File: config.mk
export PLATFORM = sky130hd
export DESIGN_NAME = query_aware_lru_column_cache
export DESIGN_NICKNAME = d
export VERILOG_FILES = /design/src/qlru_pkg.sv /design/src/qlru_ctrl.sv /design/src/qlru_dpath.sv /design/src/query_aware_lru_column_cache.sv
export SDC_FILE = /design/constraint.sdc
export NUM_CORES = 1
export LEC_CHECK = 0
export ABC_AREA = 1
export BUFFER_PORTS_ARGS = -buffer_cell sky130_fd_sc_hd__buf_2
export CAP_MARGIN = 20
export CORE_ASPECT_RATIO = 0.7
export CORE_UTILIZATION = 53
export DETAILED_ROUTE_END_ITERATION = 7
export PLACE_DENSITY = 0.79
export SYNTH_ARGS = -nofsm -noshare
export SYNTH_HDL_FRONTEND = slang
export SYNTH_SLANG_ARGS = --single-unit
export TNS_END_PERCENT = 5
File: constraint.sdc
create_clock -name clk -period 8.9 [get_ports clk]
set_input_delay 0.89 -clock clk [delete_from_list [all_inputs] [get_ports clk]]
set_output_delay 0.89 -clock clk [all_outputs]
set_load 0.005 [all_outputs]
File: src/qlru_pkg.sv
// Shared types and constants for the query-aware LRU column cache.
package qlru_pkg;

  localparam int FIELD_W    = 64;
  localparam int CFG_IDX_W  = 2;
  localparam int CFG_DATA_W = 7;

  localparam logic [CFG_IDX_W-1:0] CFG_BUDGET     = 2'd0;
  localparam logic [CFG_IDX_W-1:0] CFG_ATTR_COUNT = 2'd1;
  localparam logic [CFG_IDX_W-1:0] CFG_SKIP_FIRST = 2'd2;

  localparam logic [4:0] BUDGET_RST     = 5'd16;
  localparam logic [6:0] ATTR_COUNT_RST = 7'd64;

  typedef struct packed {
    logic load;
    logic col_next;
    logic srch_start;
    logic srch_step;
    logic shift_start;
    logic shift_step;
    logic tail;
    logic append;
    logic evict;
    logic refuse;
    logic publish;
  } cmd_t;

  typedef struct packed {
    logic col_end;
    logic col_need;
    logic srch_done;
    logic hit;
    logic absent_ok;
    logic room;
    logic vic;
    logic shift_done;
    logic out_free;
  } sts_t;

endpackage

File: src/qlru_ctrl.sv
// Sequencer: walks columns, then search, decide and shift phases per needed column.
module qlru_ctrl (
  input  logic          clk,
  input  logic          rst_n,
  input  logic          in_tvalid,
  output logic          in_tready,
  input  qlru_pkg::sts_t sts,
  output qlru_pkg::cmd_t cmd
);
  import qlru_pkg::*;

  localparam logic [2:0] ST_IDLE  = 3'd0;
  localparam logic [2:0] ST_COL   = 3'd1;
  localparam logic [2:0] ST_SRCH  = 3'd2;
  localparam logic [2:0] ST_DEC   = 3'd3;
  localparam logic [2:0] ST_SHIFT = 3'd4;

  logic [2:0] state_r, state_nxt;

  assign in_tready = (state_r == ST_IDLE);

  always_comb begin
    cmd       = '0;
    state_nxt = state_r;
    unique case (state_r)
      ST_IDLE: begin
        if (in_tvalid) begin
          cmd.load  = 1'b1;
          state_nxt = ST_COL;
        end
      end
      ST_COL: begin
        if (sts.col_end) begin
          if (sts.out_free) begin
            cmd.publish = 1'b1;
            state_nxt   = ST_IDLE;
          end
        end else if (!sts.col_need) begin
          cmd.col_next = 1'b1;
        end else begin
          cmd.srch_start = 1'b1;
          state_nxt      = ST_SRCH;
        end
      end
      ST_SRCH: begin
        if (sts.srch_done) begin
          state_nxt = ST_DEC;
        end else begin
          cmd.srch_step = 1'b1;
        end
      end
      ST_DEC: begin
        priority if (sts.hit) begin
          cmd.shift_start = 1'b1;
          state_nxt       = ST_SHIFT;
        end else if (!sts.absent_ok) begin
          cmd.col_next = 1'b1;
          state_nxt    = ST_COL;
        end else if (sts.room) begin
          cmd.append   = 1'b1;
          cmd.col_next = 1'b1;
          state_nxt    = ST_COL;
        end else if (sts.vic) begin
          cmd.evict       = 1'b1;
          cmd.shift_start = 1'b1;
          state_nxt       = ST_SHIFT;
        end else begin
          cmd.refuse   = 1'b1;
          cmd.col_next = 1'b1;
          state_nxt    = ST_COL;
        end
      end
      ST_SHIFT: begin
        if (sts.shift_done) begin
          cmd.tail     = 1'b1;
          cmd.col_next = 1'b1;
          state_nxt    = ST_COL;
        end else begin
          cmd.shift_step = 1'b1;
        end
      end
      default: state_nxt = ST_IDLE;
    endcase
  end

  always_ff @(posedge clk) begin
    if (!rst_n) begin
      state_r <= ST_IDLE;
    end else begin
      state_r <= state_nxt;
    end
  end

endmodule

File: src/qlru_dpath.sv
// Datapath: config registers, masks, recency list memory with search and shift.
module qlru_dpath #(
  parameter int SLOTS       = 16,
  parameter int MAX_COLUMNS = 64
) (
  input  logic                              clk,
  input  logic                              rst_n,
  input  logic [qlru_pkg::FIELD_W-1:0]      in_needed,
  input  logic [qlru_pkg::FIELD_W-1:0]      in_cached,
  output logic                              out_valid,
  input  logic                              out_ready,
  output logic [qlru_pkg::FIELD_W-1:0]      out_cand,
  output logic [qlru_pkg::FIELD_W-1:0]      out_evicted,
  input  logic                              cfg_we,
  input  logic [qlru_pkg::CFG_IDX_W-1:0]    cfg_index,
  input  logic [qlru_pkg::CFG_DATA_W-1:0]   cfg_wdata,
  input  qlru_pkg::cmd_t                    cmd,
  output qlru_pkg::sts_t                    sts
);
  import qlru_pkg::*;

  localparam int COL_W = (MAX_COLUMNS > 1) ? $clog2(MAX_COLUMNS) : 1;
  localparam int IDX_W = (SLOTS > 1) ? $clog2(SLOTS) : 1;
  localparam int CNT_W = $clog2(SLOTS + 1);
  localparam int EB_W  = (CNT_W > 5) ? CNT_W : 5;

  logic [4:0]         budget_r;
  logic [6:0]         attr_r;
  logic               skip_r;

  logic [FIELD_W-1:0] needed_r, needed_nxt;
  logic [FIELD_W-1:0] cached_r, cached_nxt;
  logic [FIELD_W-1:0] cand_r, cand_nxt;
  logic [FIELD_W-1:0] evict_r, evict_nxt;
  logic               absent_ok_r, absent_ok_nxt;
  logic [6:0]         col_r, col_nxt;
  logic [CNT_W-1:0]   used_r, used_nxt;
  logic [CNT_W-1:0]   sidx_r, sidx_nxt;
  logic               cvld_r, cvld_nxt;
  logic [IDX_W-1:0]   cidx_r, cidx_nxt;
  logic               sdone_r, sdone_nxt;
  logic               hit_r, hit_nxt;
  logic [IDX_W-1:0]   hit_idx_r, hit_idx_nxt;
  logic               vic_r, vic_nxt;
  logic [IDX_W-1:0]   vic_idx_r, vic_idx_nxt;
  logic [COL_W-1:0]   vic_col_r, vic_col_nxt;
  logic               out_valid_r, out_valid_nxt;
  logic [FIELD_W-1:0] out_cand_r, out_cand_nxt;
  logic [FIELD_W-1:0] out_evict_r, out_evict_nxt;

  logic [COL_W-1:0]   mem [SLOTS];
  logic [COL_W-1:0]   rd_q_r;
  logic [IDX_W-1:0]   rd_addr;
  logic               mem_we;
  logic [IDX_W-1:0]   mem_wa;
  logic [COL_W-1:0]   mem_wd;

  logic [6:0]         lim;
  logic [FIELD_W-1:0] rng;
  logic [FIELD_W-1:0] new_cand;
  logic [FIELD_W-1:0] col_bit;
  logic [COL_W-1:0]   col_id;
  logic [EB_W-1:0]    eff_budget;
  logic               issue;
  logic               last_cmp;
  logic [IDX_W-1:0]   shift_pos;

  always_comb begin
    lim = (attr_r > 7'(MAX_COLUMNS)) ? 7'(MAX_COLUMNS) : attr_r;
    for (int i = 0; i < FIELD_W; i++) begin
      rng[i] = (7'(i) >= {6'd0, skip_r}) && (7'(i) < lim);
    end
    new_cand   = in_needed & ~in_cached & rng;
    col_bit    = FIELD_W'(1) << col_r[5:0];
    col_id     = COL_W'(col_r);
    eff_budget = (EB_W'(budget_r) > EB_W'(SLOTS)) ? EB_W'(SLOTS) : EB_W'(budget_r);
    issue      = ((cmd.srch_step && !sdone_r) || cmd.shift_step) && (sidx_r < used_r);
    rd_addr    = issue ? IDX_W'(sidx_r) : '0;
    last_cmp   = (CNT_W'(cidx_r) + CNT_W'(1)) == used_r;
    shift_pos  = hit_r ? hit_idx_r : vic_idx_r;
  end

  always_comb begin
    sts.col_end    = (col_r >= lim);
    sts.col_need   = needed_r[col_r[5:0]];
    sts.srch_done  = sdone_r;
    sts.hit        = hit_r;
    sts.absent_ok  = absent_ok_r;
    sts.room       = EB_W'(used_r) < eff_budget;
    sts.vic        = vic_r;
    sts.shift_done = !cvld_r && (sidx_r >= used_r);
    sts.out_free   = !out_valid_r || out_ready;
  end

  always_comb begin
    needed_nxt    = needed_r;
    cached_nxt    = cached_r;
    cand_nxt      = cand_r;
    evict_nxt     = evict_r;
    absent_ok_nxt = absent_ok_r;
    col_nxt       = col_r;
    used_nxt      = used_r;
    sidx_nxt      = sidx_r;
    cvld_nxt      = cvld_r;
    cidx_nxt      = cidx_r;
    sdone_nxt     = sdone_r;
    hit_nxt       = hit_r;
    hit_idx_nxt   = hit_idx_r;
    vic_nxt       = vic_r;
    vic_idx_nxt   = vic_idx_r;
    vic_col_nxt   = vic_col_r;
    out_valid_nxt = out_valid_r;
    out_cand_nxt  = out_cand_r;
    out_evict_nxt = out_evict_r;
    mem_we        = 1'b0;
    mem_wa        = '0;
    mem_wd        = col_id;

    if (cmd.load) begin
      needed_nxt    = in_needed;
      cached_nxt    = in_cached;
      cand_nxt      = new_cand;
      evict_nxt     = '0;
      absent_ok_nxt = |new_cand;
      col_nxt       = {6'd0, skip_r};
    end
    if (cmd.col_next) begin
      col_nxt = col_r + 7'd1;
    end

    if (cmd.srch_start) begin
      sidx_nxt  = '0;
      cvld_nxt  = 1'b0;
      hit_nxt   = 1'b0;
      vic_nxt   = 1'b0;
      sdone_nxt = (used_r == '0);
    end
    if ((cmd.srch_step && !sdone_r) || cmd.shift_step) begin
      cvld_nxt = issue;
      if (issue) begin
        sidx_nxt = sidx_r + CNT_W'(1);
        cidx_nxt = IDX_W'(sidx_r);
      end
    end
    if (cmd.srch_step && !sdone_r && cvld_r) begin
      if (7'(rd_q_r) == col_r) begin
        hit_nxt     = 1'b1;
        hit_idx_nxt = cidx_r;
        sdone_nxt   = 1'b1;
      end else begin
        if (!vic_r && !needed_r[6'(rd_q_r)]) begin
          vic_nxt     = 1'b1;
          vic_idx_nxt = cidx_r;
          vic_col_nxt = rd_q_r;
        end
        if (last_cmp) begin
          sdone_nxt = 1'b1;
        end
      end
    end

    if (cmd.shift_start) begin
      sidx_nxt = CNT_W'(shift_pos) + CNT_W'(1);
      cvld_nxt = 1'b0;
    end
    if (cmd.evict) begin
      evict_nxt = evict_r | (FIELD_W'(1) << 6'(vic_col_r));
    end
    if (cmd.refuse) begin
      cand_nxt = cand_r & ~col_bit;
    end
    if (cmd.append) begin
      used_nxt = used_r + CNT_W'(1);
    end

    priority if (cmd.shift_step && cvld_r) begin
      mem_we = 1'b1;
      mem_wa = cidx_r - IDX_W'(1);
      mem_wd = rd_q_r;
    end else if (cmd.tail) begin
      mem_we = 1'b1;
      mem_wa = IDX_W'(used_r - CNT_W'(1));
    end else if (cmd.append) begin
      mem_we = 1'b1;
      mem_wa = IDX_W'(used_r);
    end else begin
      mem_we = 1'b0;
    end

    if (cmd.publish) begin
      out_valid_nxt = 1'b1;
      out_cand_nxt  = cand_r;
      out_evict_nxt = evict_r;
    end else if (out_ready) begin
      out_valid_nxt = 1'b0;
    end
  end

  always_ff @(posedge clk) begin
    if (mem_we) begin
      mem[mem_wa] <= mem_wd;
    end
    rd_q_r <= mem[rd_addr];
  end

  always_ff @(posedge clk) begin
    if (!rst_n) begin
      budget_r    <= BUDGET_RST;
      attr_r      <= ATTR_COUNT_RST;
      skip_r      <= 1'b0;
      needed_r    <= '0;
      cached_r    <= '0;
      cand_r      <= '0;
      evict_r     <= '0;
      absent_ok_r <= 1'b0;
      col_r       <= '0;
      used_r      <= '0;
      sidx_r      <= '0;
      cvld_r      <= 1'b0;
      sdone_r     <= 1'b0;
      hit_r       <= 1'b0;
      vic_r       <= 1'b0;
      out_valid_r <= 1'b0;
    end else begin
      if (cfg_we) begin
        unique case (cfg_index)
          CFG_BUDGET:     budget_r <= cfg_wdata[4:0];
          CFG_ATTR_COUNT: attr_r   <= cfg_wdata;
          CFG_SKIP_FIRST: skip_r   <= cfg_wdata[0];
          default: ;
        endcase
      end
      needed_r    <= needed_nxt;
      cached_r    <= cached_nxt;
      cand_r      <= cand_nxt;
      evict_r     <= evict_nxt;
      absent_ok_r <= absent_ok_nxt;
      col_r       <= col_nxt;
      used_r      <= used_nxt;
      sidx_r      <= sidx_nxt;
      cvld_r      <= cvld_nxt;
      sdone_r     <= sdone_nxt;
      hit_r       <= hit_nxt;
      vic_r       <= vic_nxt;
      out_valid_r <= out_valid_nxt;
    end
  end

  always_ff @(posedge clk) begin
    cidx_r      <= cidx_nxt;
    hit_idx_r   <= hit_idx_nxt;
    vic_idx_r   <= vic_idx_nxt;
    vic_col_r   <= vic_col_nxt;
    out_cand_r  <= out_cand_nxt;
    out_evict_r <= out_evict_nxt;
  end

  assign out_valid   = out_valid_r;
  assign out_cand    = out_cand_r;
  assign out_evicted = out_evict_r;

  a_used_bound: assert property (@(posedge clk) disable iff (!rst_n)
    CNT_W'(used_r) <= CNT_W'(SLOTS))
    else $error("list count beyond slot count");

  a_evict_unneeded: assert property (@(posedge clk) disable iff (!rst_n)
    (evict_r & needed_r) == '0)
    else $error("evicted a column the query needs");

  a_cand_subset: assert property (@(posedge clk) disable iff (!rst_n)
    (cand_r & ~(needed_r & ~cached_r)) == '0)
    else $error("candidate bit outside needed and uncached");

  a_publish_free: assert property (@(posedge clk) disable iff (!rst_n)
    cmd.publish |-> (!out_valid_r || out_ready))
    else $error("result overwritten before transfer");

endmodule

File: src/query_aware_lru_column_cache.sv
// Top level of the query-aware LRU column cache.
//
//   channel | group  | payload
//   --------+--------+----------------------------------------------
//   query   | in_    | tdata: needed_mask, cached_mask
//   result  | out_   | tdata: candidate_mask, evicted_mask
//   config  | cfg_   | index 0 budget, 1 attribute_count, 2 skip_first_column
//
// One item at a time. Each query scans its columns; for each needed column the list is
// searched, and when an entry moves, the entries behind it shift one place toward the head.
// The list memory, with one read and one write port, moves one entry per cycle.
// Synchronous active-low reset empties the list and loads register defaults.
// The result sits in an output register, so a stalled out_ side holds only a finished
// result while the next query is taken.
module query_aware_lru_column_cache #(
  parameter int SLOTS       = 16,
  parameter int MAX_COLUMNS = 64
) (
  input  logic                              clk,
  input  logic                              rst_n,
  input  logic                              in_tvalid,
  output logic                              in_tready,
  input  logic [2*qlru_pkg::FIELD_W-1:0]    in_tdata,   // needed_mask, cached_mask
  output logic                              out_tvalid,
  input  logic                              out_tready,
  output logic [2*qlru_pkg::FIELD_W-1:0]    out_tdata,  // candidate_mask, evicted_mask
  input  logic                              cfg_we,
  input  logic [qlru_pkg::CFG_IDX_W-1:0]    cfg_index,
  input  logic [qlru_pkg::CFG_DATA_W-1:0]   cfg_wdata
);
  import qlru_pkg::*;

  cmd_t               cmd;
  sts_t               sts;
  logic [FIELD_W-1:0] out_cand;
  logic [FIELD_W-1:0] out_evicted;

  qlru_ctrl u_ctrl (
    .clk       (clk),
    .rst_n     (rst_n),
    .in_tvalid (in_tvalid),
    .in_tready (in_tready),
    .sts       (sts),
    .cmd       (cmd)
  );

  qlru_dpath #(
    .SLOTS       (SLOTS),
    .MAX_COLUMNS (MAX_COLUMNS)
  ) u_dpath (
    .clk         (clk),
    .rst_n       (rst_n),
    .in_needed   (in_tdata[FIELD_W-1:0]),
    .in_cached   (in_tdata[2*FIELD_W-1:FIELD_W]),
    .out_valid   (out_tvalid),
    .out_ready   (out_tready),
    .out_cand    (out_cand),
    .out_evicted (out_evicted),
    .cfg_we      (cfg_we),
    .cfg_index   (cfg_index),
    .cfg_wdata   (cfg_wdata),
    .cmd         (cmd),
    .sts         (sts)
  );

  assign out_tdata = {out_evicted, out_cand};

endmodule

# [Word level (Yosys, flattened, before mapping)]
# Memories as Yosys holds them, arrays and structs flattened. A register that Yosys moved wholly into a read port is not among the register bits.
# Index checks and enable logic that the tools add are counted.
[totals] reg_bits=377 mem_count=1 mem_bits_rw=96 in_bits=142 wordCells=239 out_inout_bits=130
[memory_table] name="u_dpath.mem" words=16 word_bits=6 rd=1 rd_ports_with_merged_regs=1 wr=1 line_no="qlru_dpath.sv:51" source="logic [COL_W-1:0] mem [SLOTS];"
[op_classes] addsub=7 eq_ne=13 mux=82 n_reduce_logical=31 shift=2 order_cmp=73 n_bitwise=8
[op_table] operator="$mux 64" n=4
[op_table] operator="$lt 6x7->1 const A" n=32
[op_table] operator="$and 64x64->64" n=3
[op_table] operator="$not 64->64" n=2
[op_table] operator="$shl 1x6->64 const A" n=2
[op_table] operator="$lt 5x7->1 const A" n=16
[op_table] operator="$or 64x64->64" n=1
[op_table] operator="$reduce_or 64->1" n=1
[op_table] operator="$lt 4x7->1 const A" n=8
[op_table] operator="$mux 1" n=44
[op_table] operator="$mux 3" n=13
[op_table] operator="$lt 3x7->1 const A" n=4
[op_table] operator="$mux 5" n=5
[op_table] operator="$mux 7" n=3
[op_table] operator="$mux 4" n=5
[op_table] operator="$pmux 3 s5" n=1
[op_table] operator="$lt 1x7->1 const A" n=2
[op_table] operator="$lt 2x7->1 const A" n=2
[op_table] operator="$lt 6x7->1 const B" n=2
[op_table] operator="$bmux 1 s6" n=2
[op_table] operator="$add 4x1->5 const B" n=2
[op_table] operator="$add 5x1->5 const B" n=2
[op_table] operator="$lt 5x5->1" n=2
[op_table] operator="$reduce_and 2->1" n=5
[op_table] operator="other kinds (32)" n=53

# [Depth between registers and ports, before layout]
[depth] depth_word=12 mapped_depth=17 ltp_nobuf=16

# [Hierarchy]
# From an unflattened synthesis, not the netlist that was laid out.
[hier_totals] hier_cells=2447 area_unflattened_um2=21252.9
[by_module_without_submodules] mod="qlru_dpath" seq_area_each_um2=11951.5 area_per_inst_um2=20905.0 cells_each=2379 n_inst=1
[by_module_without_submodules] mod="qlru_ctrl" seq_area_each_um2=60.1 area_per_inst_um2=347.8 cells_each=68 n_inst=1

# [Worst setup path before layout]
# Ideal clock, no wire load.
[synth_path] path_kind="flip-flop to flip-flop" from="register u_dpath.attr_r[2]" to="register u_dpath.out_cand_r[0] (netlist: u_dpath.out_cand[0]), enable pin" n_path_buf=0 period_less_slack_ns=7.465 stages_incl_launch_ff=11 t_arrival_ns=6.847 setup_ns=0.618 required_time_ns=8.282 slack_ns=1.435 cell_sequence="dfxtp_1 inv_1 nor2_1 inv_2 ha_1 nand2_1 o21ai_0 nand4_1 o211ai_1 nand2_1 nor2_1"
[synth_lines] item="start, declared" line_no="qlru_dpath.sv:28" source="logic [6:0] attr_r;"
[synth_lines] item="start signal, assigned" line_no="qlru_dpath.sv:228" source="CFG_ATTR_COUNT: attr_r <= cfg_wdata;"
[synth_lines] item="end signal, assigned" line_no="qlru_dpath.sv:254" source="out_cand_r <= out_cand_nxt;"
[synth_lines] item="end, declared" line_no="qlru_dpath.sv:48" source="logic [FIELD_W-1:0] out_cand_r, out_cand_nxt;"

==> flow_summary.ini <==
[job]
drv_cap = 0

[grt]
antenna_found_initial = 0
grt_use_met3_pct = 7.10
gr-usage-met1_pct = 50.6
grt_pass1_wl_um = 108000
grt_overflow = 0
grt_max_degree = 93
top_usage_layer = met1
met2_usage_pct = 48.9
track_usage_pct = 33.9
grt_pass1_vias = 18100

[logic_synthesis]
yosysUniqueCellTypes = 45
syn_area_per_cell_um2 = 8.50
yosysWarnings = 0
synth-main-ff-cell = edfxtp_1
synth.cell_area_mm2 = 0.0218
syn-num-nets = 2737
yosysSeqAreaShare_pct = 55.1
synth_edf_count = 242
ys_seq_elements = 479
synthCells = 2566
ys_async_sr_fraction_pct = 0

[detailed_routing]
firstDrtPassIters = 8
drt-total-wl_um = 73100
route.detailed.drc = 2
avgRoutedWirePerCell_um = 22.0
via_per_inst = 6.06
drt_iter0_markers = 3055
final_antenna_net_count = 0
vias = 20200

[outcome]
violations = DRC
status = finished with violations

[floorplan]
io_pins = 272
rows = 61
die_w_um = 244
initial_core_util_pct = 54.3
die_h_um = 172
fp.coreArea_mm2 = 0.0401
dieArea_mm2 = 0.0420

[clock_tree]
clk_latency_ns = 0.58
postCtsHoldBufs = 0
clk_pin_slew_ns = 0.07
cts_tree = yes
ctsResizeCount = 0
root_buffer = clkbuf_16
cts_made_buffers = 45
htree_levels = 2
clock-sinks = 479
ctsLongestPathBuffers = 3
postCtsSetupBuffers = 0

[timing]
fin_tns_setup_ns = 0
fin_crit_sh_pct = 45.4
hold_viol = 0
rsz0062_at_grt = no
fmax_ghz = 0.248
drv_slew = 0
layout_min_cycle_time_ns = 4.04
finalSetupViolCount = 0
tightest_slew_ns = 1.05
finClkSkew_ns = 0.0231
worst_hold_slack_ns = 0.425
max_slew_margin_pct = 29.8

[worst_setup_path]
required_ns = 9.11
arrival_ns = 4.24
cp_slowest_stage_delay_ns = 0.76
cp_num_buf_inv = 4
setup.worst_path.end_class = flop
critPathMaxFanout = 66
crit_chain = buf_4, inv_4, ha_1, nand4_1, o211ai_1, nand2_1, nor2_4, buf_4, buf_4
cp_slowest_cell = buf_4
startpoint_type = flop
crit_family = buffers and inverters
crit_type = flop to flop
crit_top_cell = buf_4

[finish]
drive_gt1_share_pct = 14.6
fill_cells = 3418
syn_to_final_growth_pct = 14.4
antenna_cells = 0
nNetsFinal = 2931

[power_and_ir_drop]
switching_share_pct = 30.7
p_per_area_mw_per_mm2 = 233
share_comb_of_total_power_pct = 18.9
clkPwrFrac_pct = 34.9
ir_drop_v = 0.000195
total_leakage_power_nw = 9.89
p_switching_mw = 1.78
power_frac_seq_pct = 46.2
internal_power_mw = 4.03

[placement]
gp_congestion = 1.02
dp.final_hpwl_um = 51700
io_buffers = 271

[min_path]
hold_class = flop to flop
==> metrics by stage <==
stage | utilization, % | power [mW] | cells | area [µm²] | setup WS, ns
after global routing | 62.2 | 6.01 | 3332 | 25000 | 4.59
after CTS | 62.2 | 5.76 | 3332 | 25000 | 4.97
after floorplan | - | 3.43 | 2566 | 21800 | 1.43
final | 62.2 | 5.81 | 3332 | 25000 | 4.86
after detailed placement | 58.4 | 3.77 | 3248 | 23400 | 4.97
after global placement | 58.3 | 3.73 | 3247 | 23400 | 5.10
==> power groups by stage <==
stage / sequential [mW] / clock [mW] / combinational, mW
detailed placement: 2.72 / 0 / 1.05
finish: 2.68 / 2.02 / 1.10
CTS: 2.68 / 2.03 / 1.06
global route: 2.70 / 2.12 / 1.19
floorplan: 2.69 / 0 / 0.734
global placement: 2.71 / 0 / 1.02
==> registers in the layout, summed over array words and instances, names as in the netlist, 3 cells and up <==
signal	cells
u_dpath.col_r	7
u_dpath.out_evicted	64
u_dpath.needed_r	64
u_ctrl.state_r	3
u_dpath.attr_r	7
u_dpath.out_cand	64
u_dpath.hit_idx_r	4
u_dpath.vic_col_r	6
u_dpath.vic_idx_r	4
u_dpath.rd_q_r	6
u_dpath.evict_r	64
u_dpath.sidx_r	5
u_dpath.mem	96
u_dpath.cand_r	64
u_dpath.budget_r	5
u_dpath.cidx_r	4
u_dpath.used_r	5
==> cells by family after synthesis <==
group	share of synthesized area [%]
flops	55.1
buf+inv	7.00
simple gates	21.6
mux	0.0459
compound gates	14.0
fa+ha+maj	1.66
xor+xnor	0.683
==> placed cells by master, fill, tap and decap left out, types with 29 or more instances in the layout <==
master     count
nor2_1       221
nand2_1      501
dfxtp_1      236
a21oi_1      271
buf_2        270
nand4_1       87
nand3_1      190
edfxtp_1     242
clkbuf_16     47
ha_1          29
o21ai_0      245
inv_1        223
==> path summary, 6_finish.rpt <==
check | start | end | slack (ns) | depth (start not counted)
worst max-delay path | u_dpath.col_r[0]$_SDFFE_PN0P_ | u_dpath.out_evicted[54]$_DFFE_PP_ | 4.86 | 9
worst min-delay path | u_dpath.cand_r[51]$_SDFFE_PN0P_ | u_dpath.out_cand[51]$_DFFE_PP_ | 0.43 | 0
worst max register to register | u_dpath.col_r[0]$_SDFFE_PN0P_ | u_dpath.out_evicted[54]$_DFFE_PP_ | 4.86 | 9
worst min register to register | u_dpath.cand_r[51]$_SDFFE_PN0P_ | u_dpath.out_cand[51]$_DFFE_PP_ | 0.43 | 0
==> layout make-up <==
cell class / instances / area, µm² / share of cell area (%)
inverters: 237 / 895 / 3.58
multi-input cells: 1702 / 8310 / 33.3
clock inverters: 27 / 312 / 1.25
well taps: 535 / 669 / 2.68
clock buffers: 57 / 1220 / 4.90
repair buffers: 295 / 1550 / 6.19
flip-flops and latches: 479 / 12000 / 48.1
==> per-layer routing <==
metal	up-vias	wire [µm]
met5	-	0
met4	0	2270
met3	173	8680
met2	1304	31100
met1	9552	31100
li1	9149	-
==> synthesized netlist by cell type (3+ instances only) <==
cell	instances	area share, %
nand2_1	502	8.6
buf_2	28	0.64
inv_1	225	3.9
nand2_2	5	0.14
nor2_2	10	0.29
xor2_1	11	0.44
nand3_1	192	4.4
nor3b_1	3	0.10
nand3b_1	14	0.48
dfxtp_1	237	22
edfxtp_1	242	33
o22ai_1	3	0.086
buf_1	8	0.14
nor2_4	3	0.15
o21ai_1	3	0.069
clkinv_1	3	0.052
inv_2	7	0.12
o211ai_1	21	0.72
clkbuf_1	104	1.8
a211oi_1	26	0.89
o21ai_0	247	5.7
nand4_1	87	2.5
nor2_1	222	3.8
ha_1	29	1.7
xnor2_1	6	0.24
nor3_1	26	0.60
a21oi_1	271	6.2
buf_4	5	0.17
buf_6	3	0.15
==> worst reg2reg max path, delay by kind of cell (launching register included) <==
| kind | cells | cell delay (ns) |
|---|---|---|
| buffers and inverters | 4 | 2.34 |
| adders and majority gates | 1 | 0.37 |
| and+or+nand+nor | 3 | 0.32 |
| DFF | 1 | 0.31 |
| AOI/OAI and AO/OA | 1 | 0.30 |
No activity file was read; power rests on OpenSTA's default activity.
